[src/hdl/spg_ram.sv]
// Generic simple dual-port RAM with one write port and a registered read port.
`default_nettype none
module spg_ram #(
	parameter int WIDTH = 8,
	parameter int DEPTH = 16
) (
	input  wire logic                             clk,
	input  wire logic                             we,
	input  wire logic [$clog2(DEPTH > 1 ? DEPTH : 2)-1:0] waddr,
	input  wire logic [WIDTH-1:0]                 wdata,
	input  wire logic [$clog2(DEPTH > 1 ? DEPTH : 2)-1:0] raddr,
	output logic [WIDTH-1:0]                      rdata
);
	logic [WIDTH-1:0] mem [DEPTH];

	// Write and registered read.
	always_ff @(posedge clk) begin
		if (we) begin
			mem[waddr] <= wdata;
		end
		rdata <= mem[raddr];
	end
endmodule
`default_nettype wire

[config.mk]
export PLATFORM = sky130hd
export DESIGN_NAME = spg_ram
export DESIGN_NICKNAME = d
export VERILOG_FILES = /design/src/hdl/spg_ram.sv
export SDC_FILE = /design/constraint.sdc
export NUM_CORES = 1
export LEC_CHECK = 0
export ABC_AREA = 1
export BUFFER_PORTS_ARGS = -buffer_cell sky130_fd_sc_hd__buf_2
export CORE_UTILIZATION = 59
export CTS_CLUSTER_SIZE = 14
export DETAILED_ROUTE_END_ITERATION = 16
export GPL_TIMING_DRIVEN = 1
export PLACE_DENSITY = 0.83
export SYNTH_ARGS = -nofsm -noshare
export SYNTH_HDL_FRONTEND = slang
export SYNTH_SLANG_ARGS = --single-unit
[constraint.sdc]
create_clock -name clk -period 1.3 [get_ports clk]
set_input_delay 0.26 -clock clk [delete_from_list [all_inputs] [get_ports clk]]
set_output_delay 0.26 -clock clk [all_outputs]
set_load 0.05 [all_outputs]
Word-level counts from Yosys, hierarchy flattened
Memory sizes are Yosys's and may differ from the RTL's. A register that Yosys moved wholly into a read port is not among the register bits.
Index checks and enable logic that the tools add are counted.
{ "op_classes": {"n_mux": 2} }
{ "ops": {"columns": ["op", "n"], "rows": [
  ["1-bit 2-to-1 mux", 2]
]} }
{ "word_totals": {"register_bits": 0, "ram_bits": 128, "input_bits": 18, "output_inout_bits": 8, "elab_cells": 3, "n_memories": 1} }
{ "mem_list": {"columns": ["memory", "words", "width", "read_ports", "rd_ports_with_merged_regs", "wr", "line_no", "text"], "rows": [
  ["mem", 16, 8, 1, 1, 1, "14", "logic [WIDTH-1:0] mem [DEPTH];"]
]} }

Depth between registers and ports, before layout
{ "depth": {"ltp_word": 2, "mapped_depth": 8} }

Worst setup path after synthesis
OpenSTA, ideal clock, no wires.
{ "synth_path": {"path_type": "input-to-reg", "start": "input waddr[3] (netlist name)", "end": "memory mem[4][0], enable pin", "setup_time_ns": 0.370, "arrival_time_ns": 0.841, "required_time_ns": 0.930, "setup_slack_ns": 0.089, "stages": 2, "path_buffers": 0, "cell_sequence": "nand3b_1 nor2_1"} }
{ "synth_rtl": {"columns": ["element", "line_no", "text"], "rows": [
  ["start: declaration", "9", "input wire logic [$clog2(DEPTH > 1 ? DEPTH : 2)-1:0] waddr,"],
  ["end: declaration", "14", null]
]} }
No word-level cell before the write port.

Worst setup path in the final report
{ "layout_path": {"start": "register rdata[6] (read register of mem)", "end": "output rdata[6]"} }
{ "layout_rtl": {"columns": ["element", "line_no", "text"], "rows": [
  ["start: declaration", "12", "output logic [WIDTH-1:0] rdata"]
]} }
No word-level cell between the ends.

==> metrics.yaml <==
outcome:
  status: "finished, final reports clean"
die:
  die_area_sq_mm: 0.01017
  dieHeight_um: 100.9
  die_x_um: 100.9
  rows: 35
  start_util: 0.6154
  fp.coreArea_sq_mm: 0.009371
  pin_count: 26
clock_network:
  cts_made_buffers: 17
  clk_latency_ns: 0.52
  cts-root-buf: "clkbuf_8"
  cts_buffer_depth: 2
  htree_levels: 4
  clk_pin_slew_ns: 0.06
  clock-sinks: 136
  cts_tree: "built"
job:
  max-cap-violations: 0
global_routing:
  grt_overflow: 0
  grt_antenna_before_repair: 0
  grt_pass1_vias: 4143
  grt_max_degree: 65
  grt_pass1_wl_mm: 21.34
  grt_usage: 0.2929
worst_setup_path:
  cp.required_ns: 1.04
  crit_chain: "buf_8"
  critPathMaxStageDelay_ns: 0.36
  worstPathMaxFanout: 1
  critPathLaunchType: "register"
  cp_num_buf_inv: 1
  path_delay_family: "flip-flops"
  cp.arrival_ns: 1.03
  slowest_stage: "dfxtp_2"
  criticalPathCategory: "reg -> out"
  critPathCaptureType: "output pin"
power_and_ir_drop:
  intPower_mw: 8.046
  p_seq_frac: 0.477
  p_switching_mw: 2.326
  pwr-share-clk: 0.448
  sw_frac_of_total: 0.2242
  leakage_nw: 2.968
  ir_drop_v: 0.001168
  p_per_area_mw_per_mm2: 1529
  p_comb_frac: 0.075
logic_synthesis:
  netlist_instances: 551
  yosys.area_share.xor_xnor: 0
  synth_adder_area_share: 0
  syn_area_sq_mm: 0.005767
  yosysTopAreaCellShare: 0.6665
  yosys.area_share.simple: 0.2105
  ys_warn_count: 0
  synth-compound-area-share: 0
  synth-seq-cells: 136
  synthTopCellsByArea: "edfxtp_1 67%, nand2_1 11%, nand3_1 8.4%"
  synth-seq-area-share: 0.6943
  yosysTopAreaCell: "edfxtp_1"
  synth_nets: 569
  synth_top_family_by_area: "simple AND/OR/NAND/NOR gates"
  syn_avg_cell_area_sq_um: 10.47
  synthMuxAreaShare: 0
  ys_types: 12
finish:
  drive_above_1_share: 0.1417
  stdcell_area_sq_mm: 0.006782
  nNetsFinal: 613
  area_growth_syn_to_layout_pct: 17.60
  n_fill_cell: 572
  multiInputGateArea_sq_mm: 0.001214
  antennaDiodeCount: 0
  regArea_sq_mm: 0.004011
route:
  drt_wl_total_mm: 13.38
  ant_nets: 0
  wl_per_cell_um: 18.17
  drtIter0Drc: 540
  drt-pass1-iter-count: 6
  drcViolationCount: 0
  via_count: 4087
  via_per_inst: 5.553
timing:
  hold_ws_ns: 0.09837
  max_freq_mhz: 777.8
  setup_violations: 0
  layout_min_cycle_time_ns: 1.286
  max_slew_margin: 0.7621
  skew_ns: 0.006215
  grt_setup_unrepaired: "yes"
  fin_crit_sh: 0.9890
  hold_violations: 0
  worst_pin_slew_ns: 0.3569
  final_max_slew_viol_count: 0
placed_design:
  dpl_cell_area_sq_mm: 0.006142
  port_buffers: 25
  place_congestion: 0.8286
  dpl.hpwl_mm: 7.676
min_path:
  holdCritPathClass: "in -> reg"
stage by stage:
| stage | cells | power (mW) | worst slack, ns | utilization | TNS (ns) |
|---|---|---|---|---|---|
| 2_1_floorplan | 551 | 5.463 | 0.08916 | - | 0 |
| 3_3_place_gp | 705 | 5.708 | 0.007599 | 0.6554 | 0 |
| 3_5_place_dp | 705 | 5.734 | -0.04729 | 0.6554 | -0.07876 |
| 4_1_cts | 736 | 10.35 | 0.0007579 | 0.7212 | 0 |
| 5_1_grt | 736 | 10.63 | -0.01497 | 0.7236 | -0.02201 |
| 6_report | 736 | 10.37 | 0.01424 | 0.7236 | 0 |
kinds of logic (layout without fill, tap and decap cells):
logic type,count (synthesis),in the layout
and+or+nand+nor,289,289
DFF,136,136
buffers and inverters,126,182
timing repair:
| item | CTS | global route |
|---|---|---|
| buffers inserted | 0 | 0 |
| setup endpoints to repair | 8 | 7 |
| gates cloned | 0 | 0 |
| gates resized for setup | 16 | 8 |
| hold buffers | 0 | 0 |
state kept, by name, summed over array words and instances, names as in the netlist:
register,flops
mem,128
rdata,8
power groups by stage:
stage | Clock, mW | Combinational [mW] | Sequential (mW)
floorplan | 0 | 0.346 | 5.12
global placement | 0 | 0.688 | 5.02
detailed placement | 0 | 0.711 | 5.02
CTS | 4.66 | 0.754 | 4.94
global route | 4.84 | 0.834 | 4.95
finish | 4.65 | 0.776 | 4.95
per-layer routing:
metal	up-vias	routed length [um]	track usage
li1	1858	-	-
met1	1922	5045	0.3726
met2	270	6508	0.4584
met3	37	1372	0.08460
met4	0	449	0.1572
met5	-	0	0
worst paths after layout:
kind | start | to | slack (ns) | cells after the start
max | rdata[6]$_DFF_P_ | rdata[6] | 0.01 | 1
min | raddr[3] | rdata[2]$_DFF_P_ | 0.1 | 3
max reg2reg | mem[8][5]$_DFFE_PP_ | rdata[5]$_DFF_P_ | 0.21 | 6
min reg2reg | mem[9][2]$_DFFE_PP_ | rdata[2]$_DFF_P_ | 0.71 | 6
cells in the mapped netlist:
cell type and n:
edfxtp_1 128, nand3_1 97, inv_1 100, buf_6 6
buf_4 4, buf_1 1, buf_2 13, nor2_1 17
dfxtp_1 8, nand2_1 173, nand3b_1 2, inv_2 2
placed cells by master, fill, tap and decap left out:
master        n
nand2_1     173
edfxtp_1    128
inv_1       100
nand3_1      97
buf_4        18
nor2_1       17
buf_2        17
clkbuf_16    16
buf_6         6
buf_12        6
dfxtp_2       6
clkinv_2      4
clkinv_4      4
bufinv_16     3
inv_2         2
nand3b_1      2
buf_8         2
dfxtp_1       2
clkbuf_8      1
clkinv_1      1
clkinvlp_4    1
clkbuf_1      1
final cells by class:
type	instances	area share
multi-input combinational	289	0.1790
clock inverter	13	0.02306
clock buffer	18	0.06162
inverter	102	0.05646
tap	129	0.02380
sequential	136	0.5915
timing repair buffer	49	0.06458
worst min-delay path, stage by stage:
cell     delay (ns)
buf_2          0.17
nand3_1        0.10
nand2_1        0.04
No activity file was read; power rests on OpenSTA's default activity.
